[config.mk]
export PLATFORM = sky130hd
export DESIGN_NAME = salc_ctrl
export DESIGN_NICKNAME = d
export VERILOG_FILES = /design/src/design/salc_pkg.sv /design/src/design/salc_ctrl.sv
export SDC_FILE = /design/constraint.sdc
export NUM_CORES = 1
export LEC_CHECK = 0
export ABC_CLOCK_PERIOD_IN_PS = 2650
export BUFFER_PORTS_ARGS = -buffer_cell sky130_fd_sc_hd__clkbuf_2
export CORE_AREA = 2 2 39 41
export DETAILED_ROUTE_END_ITERATION = 8
export DIE_AREA = 0 0 41 43
export SYNTH_ARGS = -nofsm -noshare
export SYNTH_HDL_FRONTEND = slang
export SYNTH_SLANG_ARGS = --single-unit
[constraint.sdc]
create_clock -name clk -period 2.65 [get_ports clk]
set_input_delay 0.53 -clock clk [delete_from_list [all_inputs] [get_ports clk]]
set_output_delay 0.53 -clock clk [all_outputs]
set_load 0.02 [all_outputs]
[src/design/salc_pkg.sv]
// Shared codes, control and status bundles for the LRU cache simulator core.
`default_nettype none

package salc_pkg;

  // access kinds
  localparam logic [1:0] REQ_LOAD   = 2'd0;
  localparam logic [1:0] REQ_STORE  = 2'd1;
  localparam logic [1:0] REQ_MODIFY = 2'd2;
  localparam logic [1:0] REQ_FETCH  = 2'd3;

  // visit outcomes
  localparam logic [1:0] OC_HIT   = 2'd0;
  localparam logic [1:0] OC_MISS  = 2'd1;
  localparam logic [1:0] OC_EVICT = 2'd2;

  // configuration register indexes
  localparam logic [1:0] CFG_SET_BITS   = 2'd0;
  localparam logic [1:0] CFG_WAYS       = 2'd1;
  localparam logic [1:0] CFG_BLOCK_BITS = 2'd2;

  localparam int CFG_IDX_W  = 2;
  localparam int CFG_DATA_W = 5;

  // commands from the sequencer to the datapath
  typedef struct packed {
    logic clear_step;
    logic accept;
    logic clock_tick;
    logic row_read;
    logic scan_issue;
    logic resolve;
    logic visit_last;
  } salc_cmd_t;

  // status from the datapath to the sequencer
  typedef struct packed {
    logic clear_done;
    logic last_way;
    logic out_free;
  } salc_status_t;

endpackage

`default_nettype wire

[src/design/salc_ctrl.sv]
// Sequencer for the LRU cache simulator: clearing pass, accept, scan, commit.
`default_nettype none

module salc_ctrl
  import salc_pkg::*;
(
  input  wire logic         clk,
  input  wire logic         rst,
  input  wire logic         in_valid,
  input  wire logic [1:0]   req_type,
  output logic              in_stall,
  input  salc_status_t      st,
  output salc_cmd_t         cmd
);

  typedef enum logic [2:0] {
    ST_CLEAR,
    ST_IDLE,
    ST_ROW,
    ST_SCAN,
    ST_DRAIN,
    ST_RES
  } state_t;

  state_t state, state_next;
  logic   more, more_next;

  assign in_stall = (state != ST_IDLE);

  always_comb begin
    cmd        = '0;
    state_next = state;
    more_next  = more;
    case (state)
      ST_CLEAR: begin
        cmd.clear_step = 1'b1;
        if (st.clear_done) state_next = ST_IDLE;
      end
      ST_IDLE: begin
        if (in_valid) begin
          cmd.accept = 1'b1;
          if (req_type == REQ_FETCH) begin
            cmd.clock_tick = 1'b1;
          end else begin
            more_next  = (req_type == REQ_MODIFY);
            state_next = ST_ROW;
          end
        end
      end
      ST_ROW: begin
        cmd.row_read = 1'b1;
        state_next   = ST_SCAN;
      end
      ST_SCAN: begin
        cmd.scan_issue = 1'b1;
        if (st.last_way) state_next = ST_DRAIN;
      end
      ST_DRAIN: begin
        state_next = ST_RES;
      end
      ST_RES: begin
        if (st.out_free) begin
          cmd.resolve    = 1'b1;
          cmd.visit_last = !more;
          if (more) begin
            more_next  = 1'b0;
            state_next = ST_ROW;
          end else begin
            cmd.clock_tick = 1'b1;
            state_next     = ST_IDLE;
          end
        end
      end
      default: begin
        state_next = ST_IDLE;
      end
    endcase
  end

  always_ff @(posedge clk) begin
    if (rst) begin
      state <= ST_CLEAR;
      more  <= 1'b0;
    end else begin
      state <= state_next;
      more  <= more_next;
    end
  end

endmodule

`default_nettype wire

After elaboration in Yosys (flattened, before gate mapping) --
Cells that the tools add are included.
Word-level totals: flip-flop bits (word level) 4, input bits 8, output and inout bits 8
Cells by class: equality and inequality tests 13, muxes and demuxes 22, reduce and logical (&&, ||, !) cells 5
Operators by type and width (number):
- one-hot mux 3 bit (6 select lines) | 1
- 2-to-1 mux 3 bit | 5
- 2-to-1 mux 1 bit | 10
- != test 2 bit, second input constant | 5
- 2-to-1 mux 2 bit | 4
- == test 3 x 2 -> 1 bit, second input constant | 2
- == test 3 bit, second input constant | 2
- AND reduction 5 bit | 1
- == test 2 bit, second input constant | 2
- one-hot mux 1 bit (2 select lines) | 2
- AND reduction 4 bit | 1
- == test 3 x 1 -> 1 bit, second input constant | 1
- zero test 3 bit | 1
- != test 3 x 1 -> 1 bit, second input constant | 1
- nonzero test 2 bit | 1
- zero test 1 bit | 1

Logic depth before layout (Yosys ltp) --
word-level depth 4, gate-level depth with buffers 4

Worst setup path after synthesis --
No wires, ideal clock.
kind input port to output port, start input port st[0] (netlist bit), end output port cmd[4] (netlist bit), arrival 1.236 ns, required time 2.120 ns, path slack 0.884 ns, stages on the path 3, buffers on the path 0, cells stage by stage nand2_2 nor3_2 o21bai_1
RTL lines:
- start, declared | RTL line salc_ctrl.sv:12 | input salc_status_t st,
- end, declared | RTL line salc_ctrl.sv:13 | output salc_cmd_t cmd

==> run_results.csv <==
group,metric,value,unit
worst_setup_path,r2r-end,"state[0]",
timing,setup_viol,0,
place,gp_congestion,0.762,
final_layout,final_cells,74,
clocking,cts_tree,"yes",
timing,slew_headroom,0.761,
yosys,synth_compound_area_frac,0.242,
timing,hold_viol,0,
timing,post-route-period-util,0.726,
grt,met1_usage,0.157,
clocking,clk_root_buffer_cell,"clkbuf_4",
clocking,clock_path_buffers,2,
grt,met3_usage,0.0157,
floorplan,initial_core_util,0.228,
pwr,comb_power_share,0.251,
clocking,cts_resized,0,
yosys,synthMuxAreaShare,0,
yosys,synth_warnings,0,
yosys,ys_ff_latch,4,
grt,grt_usage,0.113,
worst_setup_path,crit_path_end_kind,"output port",
pwr,seq_power_share,0.373,
place,io_buffers,15,
yosys,syn_avg_cell_area,7.33,um^2
timing,slew_viol_final,0,
grt,antenna_found_initial,0,
min_path,holdCritPathClass,"reg2reg",
route,firstDrtPassIters,4,
worst_setup_path,crit_end,"cmd[4]",
floorplan,io_pins,16,
timing,skew,0.00213,ns
final_layout,area_delta_synth_final,31.0,%
place,pre_cts_ws,0.897,ns
pwr,peakVddDrop,0.160,mV
final_layout,utilization,0.298,
pwr,p_leak,0.000184,uW
clocking,ctsHtreeMaxLevel,1,
worst_setup_path,worstPathArrival,1.39,ns
final_layout,seq_area,80.1,um^2
floorplan,num_rows,14,
floorplan,coreArea,1380,um^2
clocking,clk_latency,0.23,ns
route,vias_per_cell,4.86,
final_layout,multi_input_area,208,um^2
yosys,synth-adder-area-share,0,
worst_setup_path,cp_max_fo,11,
floorplan,die_x,41,um
pwr,p_sw,62.7,uW
final_layout,fill_cells,160,
clocking,path_clk_slew,0.04,ns
yosys,synth.distinct_cells,27,
final_layout,antennaDiodeCount,0,
worst_setup_path,cp.required,2.12,ns
route,drt-initial-drc-count,7,
pwr,p_sw_frac,0.316,
clocking,clock_sinks,4,
yosys,synthesis.nets,51,
floorplan,dieArea,1760,um^2
grt,grtUsageMet2,0.134,
clocking,cts_buffers,3,
grt,grt_pass1_wl,1.31,mm
timing,fin_crit,1.92,ns
yosys,synth_top_cell_area_share,0.254,
timing,fin_tns_setup,0,ns
route,wl_per_cell,10.3,um
pwr,p_per_area,481,nW/um^2
timing,timing.fmax,520,MHz
yosys,syn_inst,43,
worst_setup_path,r2r-start,"state[2]",
place,detailed_place_hpwl,611,um
route,ant_nets,0,
yosys,synthSimpleGateAreaFrac,0.417,
final_layout,layout.nets,68,
yosys,ys_seq_area_frac,0.254,
route,num_vias,360,
yosys,synth_top_family_by_area,"simple AND/OR/NAND/NOR gates",
route,routed_wl,765,um
worst_setup_path,ff2ff_setup_slack,1.47,ns
job,cap_violations,0,
worst_setup_path,cp-start-kind,"flop",
yosys,synth_area_leader_cell,"dfxtp_1",
outcome,status,"complete, no violations",
worst_setup_path,crit_start,"state[2]",
yosys,syn-cell-area,315,um^2
place,dp.cells,71,
grt,grt_pass1_vias,315,
floorplan,die_h,43,um
final_layout,drive_gt1_frac,0.362,
timing,rsz0062_at_grt,"false",
grt,grt-ovfl-total,0,
pwr,power.share.clock,0.376,
worst_setup_path,path_class,"reg2out",
grt,grt_max_degree,12,
timing,setup_slack,0.726,ns
pwr,p_int,136,uW
timing,tightest_slew,0.358,ns
yosys,synth_area_leaders,"dfxtp_1 (25%), nand2b_1 (6.0%), nor2_1 (6.0%)",
yosys,synth_xor_area_frac,0,
pwr,finalPower,198,uW
clocking,post-cts-setup-buffers,0,
worst_setup_path,rr_worst_depth,3,
grt,top_usage_layer,"met1",
clocking,ctsHoldBuffers,0,
route,drcViolationCount,0,
[sequential cells by signal, indices dropped and copies added, names as in the netlist]
signal	flops
state	3
more	1
[worst min path at each step]
stage | from | endpoint | slack, ns | cells past startpoint
floorplan | more | more | 0.48 | 2
global placement | more | more | 0.52 | 2
detailed placement | more | more | 0.52 | 2
CTS | more | more | 0.53 | 2
global route | rst | state[0] | 0.55 | 2
finish | more | more | 0.52 | 2
[Yosys cell counts (all sizes together)]
cell and n:
o21ai 1, dfxtp 4, and2b 1, nor4 1, nor2 5, o22ai 1, nand3 2, buf 3
a21oi 1, a31oi 1, nor2b 1, o21bai 1, and2 1, o211ai 2, nand2 5, and3b 1
inv 2, nand4 1, nand2b 3, a311oi 1, a31o 1, a211oi 1, nor3 2, and3 1
[power groups by stage]
stage	clock, uW	combinational, uW	sequential (uW)
3_5_place_dp	0	50.5	74.6
2_1_floorplan	0	40.9	67.2
3_3_place_gp	0	50.0	74.8
6_report	74.7	49.8	74.0
5_1_grt	84.1	55.4	75.4
4_1_cts	78.5	50.6	73.8
[cells in the final DEF, fill, tap and decap left out, types with 2 or more instances in the layout]
cell type / instances
inv_1: 2
dfxtp_1: 4
nand3_1: 2
nor2_1: 5
nand2_1: 4
clkbuf_4: 3
o211ai_1: 2
nand2b_1: 3
clkbuf_2: 15
[kinds of logic (layout without fill, tap and decap cells)]
group           after synthesis  after routing
flops                         4              4
simple gates                 24             24
compound gates               10             10
buf+inv                       5             20
[layout make-up]
cell class,count,share of cell area
multi-input cells,34,0.503
flip-flops and latches,4,0.194
repair buffers,15,0.182
clock buffers,3,0.0545
well taps,16,0.0485
inverters,2,0.0182
[worst max-delay path, cell delays in order, from the launching register on]
cell      delay (ns)
dfxtp_1         0.51
nand2_2         0.14
nor3_2          0.20
o21bai_1        0.13
clkbuf_2        0.18
[routing by layer]
layer | wire length (um) | vias up | part of all wire
li1 | - | 183 | -
met1 | 368 | 161 | 0.48
met2 | 327 | 14 | 0.43
met3 | 47 | 2 | 0.061
met4 | 22 | 0 | 0.029
met5 | 0 | - | 0
[metrics by stage]
stage                     hold WS [ns]  instance area [um^2]
after floorplan                  0.479                   315
after global placement           0.522                   390
after detailed placement         0.519                   390
after CTS                        0.527                   413
after global routing             0.547                   413
final                            0.523                   413
No activity file was read; power rests on OpenSTA's default activity.
